## src/design/assert_macros.svh

```systemverilog
// Assertion macros used by the neuron training step top level
`ifndef ASSERT_MACROS_SVH
`define ASSERT_MACROS_SVH

// Same-cycle implication, checked on clk with rst_n low as the disable
`define NTS_ASSERT_NOW(lbl, ante, cons, msg) \
    lbl: assert property (@(posedge clk) disable iff (!rst_n) (ante) |-> (cons)) \
        else $error(msg);

// Next-cycle implication, checked on clk with rst_n low as the disable
`define NTS_ASSERT_NXT(lbl, ante, cons, msg) \
    lbl: assert property (@(posedge clk) disable iff (!rst_n) (ante) |=> (cons)) \
        else $error(msg);

`endif

```

## src/design/nts_pkg.sv

```systemverilog
// Shared types, constants and saturating helpers for the neuron training step
package nts_pkg;

    localparam int IDX_W          = 6;
    localparam int DATA_W         = 32;
    localparam int LR_W           = 17;
    localparam int OP_W           = 3;
    localparam int PROD_W         = 2 * DATA_W;
    localparam int MAX_INPUTS_DEF = 64;
    localparam int FRAC_BITS_DEF  = 16;
    localparam logic [LR_W-1:0] LR_RESET = 17'd655;

    // stream payload widths; the tdata widths are padded to whole bytes
    localparam int S_TDATA_W = 72;
    localparam int S_TUSER_W = OP_W;
    localparam int M_TDATA_W = DATA_W;

    localparam logic signed [DATA_W-1:0] Q_MAX = 32'sh7FFF_FFFF;
    localparam logic signed [DATA_W-1:0] Q_MIN = 32'sh8000_0000;

    typedef enum logic [OP_W-1:0] {
        OP_FWD  = 3'd0,
        OP_BWD  = 3'd1,
        OP_CLR  = 3'd2,
        OP_DESC = 3'd3,
        OP_LDW  = 3'd4,
        OP_LDB  = 3'd5
    } op_t;

    // control from sequencer to arithmetic unit
    typedef struct packed {
        op_t  op;
        logic in_range;
        logic idx_zero;
    } mac_ctl_t;

    // control from sequencer to element stores
    typedef struct packed {
        logic rd_en;
        logic wt_we;
        logic gr_we;
    } mem_ctl_t;

    // clamp a 33-bit sum to 32-bit signed
    function automatic logic signed [DATA_W-1:0] sat33(input logic signed [DATA_W:0] x);
        logic signed [DATA_W-1:0] r;
        if (x[DATA_W] != x[DATA_W-1])
            r = x[DATA_W] ? Q_MIN : Q_MAX;
        else
            r = x[DATA_W-1:0];
        return r;
    endfunction

    function automatic logic signed [DATA_W-1:0] sat_add(input logic signed [DATA_W-1:0] a,
                                                         input logic signed [DATA_W-1:0] b);
        logic signed [DATA_W:0] s;
        s = {a[DATA_W-1], a} + {b[DATA_W-1], b};
        return sat33(s);
    endfunction

    function automatic logic signed [DATA_W-1:0] sat_sub(input logic signed [DATA_W-1:0] a,
                                                         input logic signed [DATA_W-1:0] b);
        logic signed [DATA_W:0] s;
        s = {a[DATA_W-1], a} - {b[DATA_W-1], b};
        return sat33(s);
    endfunction

    // clamp a full-width product to 32-bit signed
    function automatic logic signed [DATA_W-1:0] sat_wide(input logic signed [PROD_W-1:0] x);
        logic signed [DATA_W-1:0] r;
        if ((&x[PROD_W-1:DATA_W-1]) || !(|x[PROD_W-1:DATA_W-1]))
            r = x[DATA_W-1:0];
        else
            r = x[PROD_W-1] ? Q_MIN : Q_MAX;
        return r;
    endfunction

endpackage

```

## src/design/nts_store.sv

```systemverilog
// Weight and gradient element memories with registered read and gradient valid bits
module nts_store
    import nts_pkg::*;
#(
    parameter int DEPTH = MAX_INPUTS_DEF,
    parameter int AW    = (DEPTH > 1) ? $clog2(DEPTH) : 1
) (
    input  logic                     clk,
    input  logic                     rst_n,
    input  mem_ctl_t                 ctl,
    input  logic [AW-1:0]            rd_addr,
    input  logic [AW-1:0]            wr_addr,
    input  logic signed [DATA_W-1:0] wt_wdata,
    input  logic signed [DATA_W-1:0] gr_wdata,
    output logic signed [DATA_W-1:0] wt_rdata,
    output logic signed [DATA_W-1:0] gr_rdata
);

    logic signed [DATA_W-1:0] wt_mem [DEPTH];
    logic signed [DATA_W-1:0] gr_mem [DEPTH];
    logic [DEPTH-1:0]         gr_vld_reg;
    logic                     gr_rvld_reg;
    logic signed [DATA_W-1:0] wt_q_reg;
    logic signed [DATA_W-1:0] gr_q_reg;

    // memory arrays: one write and one registered read per cycle
    always_ff @(posedge clk)
    begin
        if (ctl.wt_we)
            wt_mem[wr_addr] <= wt_wdata;
        if (ctl.gr_we)
            gr_mem[wr_addr] <= gr_wdata;
        if (ctl.rd_en)
        begin
            wt_q_reg <= wt_mem[rd_addr];
            gr_q_reg <= gr_mem[rd_addr];
        end
    end

    // gradient entries read as zero until first written
    always_ff @(posedge clk or negedge rst_n)
    begin
        if (!rst_n)
        begin
            gr_vld_reg  <= '0;
            gr_rvld_reg <= 1'b0;
        end
        else
        begin
            if (ctl.gr_we)
                gr_vld_reg[wr_addr] <= 1'b1;
            if (ctl.rd_en)
                gr_rvld_reg <= gr_vld_reg[rd_addr];
        end
    end

    assign wt_rdata = wt_q_reg;
    assign gr_rdata = gr_rvld_reg ? gr_q_reg : '0;

endmodule

```

## config.mk

```make
export PLATFORM = sky130hd
export DESIGN_NAME = nts_store
export DESIGN_NICKNAME = d
export VERILOG_FILES = /design/src/design/assert_macros.svh /design/src/design/nts_pkg.sv /design/src/design/nts_store.sv
export SDC_FILE = /design/constraint.sdc
export NUM_CORES = 2
export LEC_CHECK = 0
export BUFFER_PORTS_ARGS = -buffer_cell sky130_fd_sc_hd__buf_2
export CORE_ASPECT_RATIO = 2
export CORE_MARGIN = 3
export CORE_UTILIZATION = 50
export CTS_BUF_LIST = sky130_fd_sc_hd__clkbuf_16
export DETAILED_ROUTE_END_ITERATION = 10
export PLACE_DENSITY = 0.65
export SLEW_MARGIN = 40
export SYNTH_ARGS = -nofsm -noshare
export SYNTH_HDL_FRONTEND = slang
export SYNTH_SLANG_ARGS = --single-unit
```

## constraint.sdc

```tcl
create_clock -name clk -period 2.4 [get_ports clk]
set_clock_uncertainty 0.15 [all_clocks]
set_input_delay 0.24 -clock clk [delete_from_list [all_inputs] [get_ports clk]]
set_output_delay 0.24 -clock clk [all_outputs]
set_load 0.1 [all_outputs]
```

==> impl_metrics.ini <==
[layout]
post-route-util_pct = 59.1
fin_nets = 7353
syn_to_final_growth_pct = 17.6
layout.cell_area.non_filler_um2 = 188000
register_area_um2 = 127000
multi_input_combinational_cell_area_um2 = 32900
drive_gt1_share_pct = 37.7
fill_cells = 21900

[logic_synthesis]
synth-async-reset-ratio_pct = 1.54
syn_inst = 6348
synth_most_common_cell = edfxtp_1
mappedNetlistArea_um2 = 160000
synth_nets = 6429
synth-edff-count = 4160
synth.top_cells.by_count = edfxtp_1, mux4_2, clkbuf_1
synth_top_cell_area_share_pct = 78.1
ys_ff_latch = 4225
yosysUniqueCellTypes = 27
synth_top_cells_by_area = edfxtp_1, mux4_2, dfrtp_1
synth_warnings = 0
ys_seq_area_share_pct = 79.2
synth.avg_cell_area_um2 = 25.2
synth_flop_cell = edfxtp_1
netlist.top_cell.by_area = edfxtp_1

[floorplan]
initial_utilization_pct = 50.2
fp.dieH_um = 806
fp.dieW_um = 406
fp.dieArea_um2 = 327000
io_pins = 145
fp.coreArea_um2 = 318000
core.rowCount = 293

[timing]
setup-violations-final = 1
slew_violations = 0
timing_hold_violations_final = 0
layout_setup_ws_ps = -1.46
finalSetupTns_ps = -1.46
worst_slew_pin_slew_ps = 762
min_period_ps = 2400
grt_setup_unrepaired = yes
timing.final.crit_share_pct = 100
final.hold.worst_slack_ps = 168
clock.fmax_ghz = 0.416
max-slew-margin-rel_pct = 49.2

[global_routing]
grt_start_max_net_pins = 66
wire_length_of_the_first_global_routing_pass_um = 581000
antenna_violations_before_repair = 29
globalRoute.totalOverflow = 0
first_global_vias = 78200
track_usage_pct = 25.3

[setup_path]
kind_of_critical_path = reg2out
crit_path_start_kind = flop
required_ps = 2010
critPathArrivalTime_ps = 2010
timing.critical_path.fanout_max = 2
sort_of_element_at_the_end_of_the_critical_path = output pin

[job]
maxCapViolCount = 0

[cts]
tritoncts_clock_tree = built
cts_bufs_inserted = 355
clock-root-buffer = clkbuf_16
clock-sinks = 4225
path_clk_slew_ps = 70
worst_skew_pair.late_latency_ps = 900
ctsHtreeMaxLevel = 5
cts_buffer_depth = 4

[routing]
final_antenna_net_count = 0
first_iter_violations = 6685
detail_route.first_pass.iterations = 5
route.final.wire_length_um = 407000
detail_route.drc_violations = 0
num_vias = 73000
route.detailed.vias_per_inst = 6.24
wl_per_cell_um = 34.8

[placement]
buffer_ports.inserted = 144
routabilityCongestion = 0.803
place_area_um2 = 175000
place_worst_setup_slack_ps = -766
detailedPlacementHpwl_um = 266000

[power]
power_density_nw_per_um2 = 792
vdd.ir_drop.worst_mv = 0.592
p_leak_nw = 59.3

[status]
status = finished, violations left
failing_checks = negative setup slack

[hold_path]
hold_class = in2reg
## area by class of cell
cell class              count  share of cell area (%)
multi-input cells        1783                    17.5
repair buffers            905                    6.37
inverters                   2                 0.00399
flip-flops and latches   4225                    67.3
diodes                     11                  0.0146
clock inverters           276                    1.29
clock buffers             359                    4.78
well taps                4130                    2.75
## cells by family after synthesis
kind of cell,synth area share [%]
multiplexers,18.3
buffers and inverters,0.918
AO/OA/AOI/OAI,0.653
AND/OR/NAND/NOR,0.982
flip-flops,79.2
## through the flow
step                power (mW)  instances
finish                     149      11700
global route               153      11700
CTS                        150      11700
detailed placement        92.8      11000
global placement          92.6      11000
floorplan                 88.7       6348
## power by group
part           internal, mW  switching, mW
registers              81.8          0.514
clock network          31.6           26.0
logic                  3.97           5.14
total                   117           31.6
## metal layers
metal / routed length [um] / global-route usage, %
met5: 0 / 0
met4: 17700 / 9.60
met3: 20600 / 3.03
met2: 236000 / 48.6
met1: 133000 / 28.3
## critical path, cell delays in order, from the launching register on
cell and delay, ps:
edfxtp_1 690, and2_4 250, buf_12 170
## timing repair
action,CTS,global route
resized for setup,138,12
pin swaps,3,1
endpoints found under the hold margin,4354,0
buffers inserted,0,0
endpoints found under the setup margin,58,12
hold buffers,79,0
## placed cells by master (no fill, tap or decap), drive strengths merged
cell type    instances
edfxtp            4160
mux4              1289
buf                826
clkbuf             359
clkinv             134
nor2               133
a22oi              132
dlygate4sd3         79
inv                 76
nand2               74
dfrtp               65
or2                 64
bufinv              39
and2                33
clkinvlp            29
mux2i               20
nand3               14
diode               11
nor2b                8
nand3b               3
nand4                2
or3b                 2
a311oi               2
a31oi                2
or3                  1
a211oi               1
nand2b               1
a21oi                1
a41o                 1
## path summary, 6_finish.rpt
kind	from	endpoint	slack, ps	depth (start not counted)
max	gr_q_reg[5]	gr_rdata[5]	-1	2
min	wt_wdata[14]	wt_mem[11][14]	170	2
max reg2reg	gr_mem[47][28]	gr_q_reg[28]	60	4
min reg2reg	gr_vld_reg[61]	gr_vld_reg[61]	320	1
max in group asynchronous	rst_n	gr_rvld_reg	1160	4
min in group asynchronous	rst_n	gr_vld_reg[20]	420	4
Power figures use the tool's default switching activity.
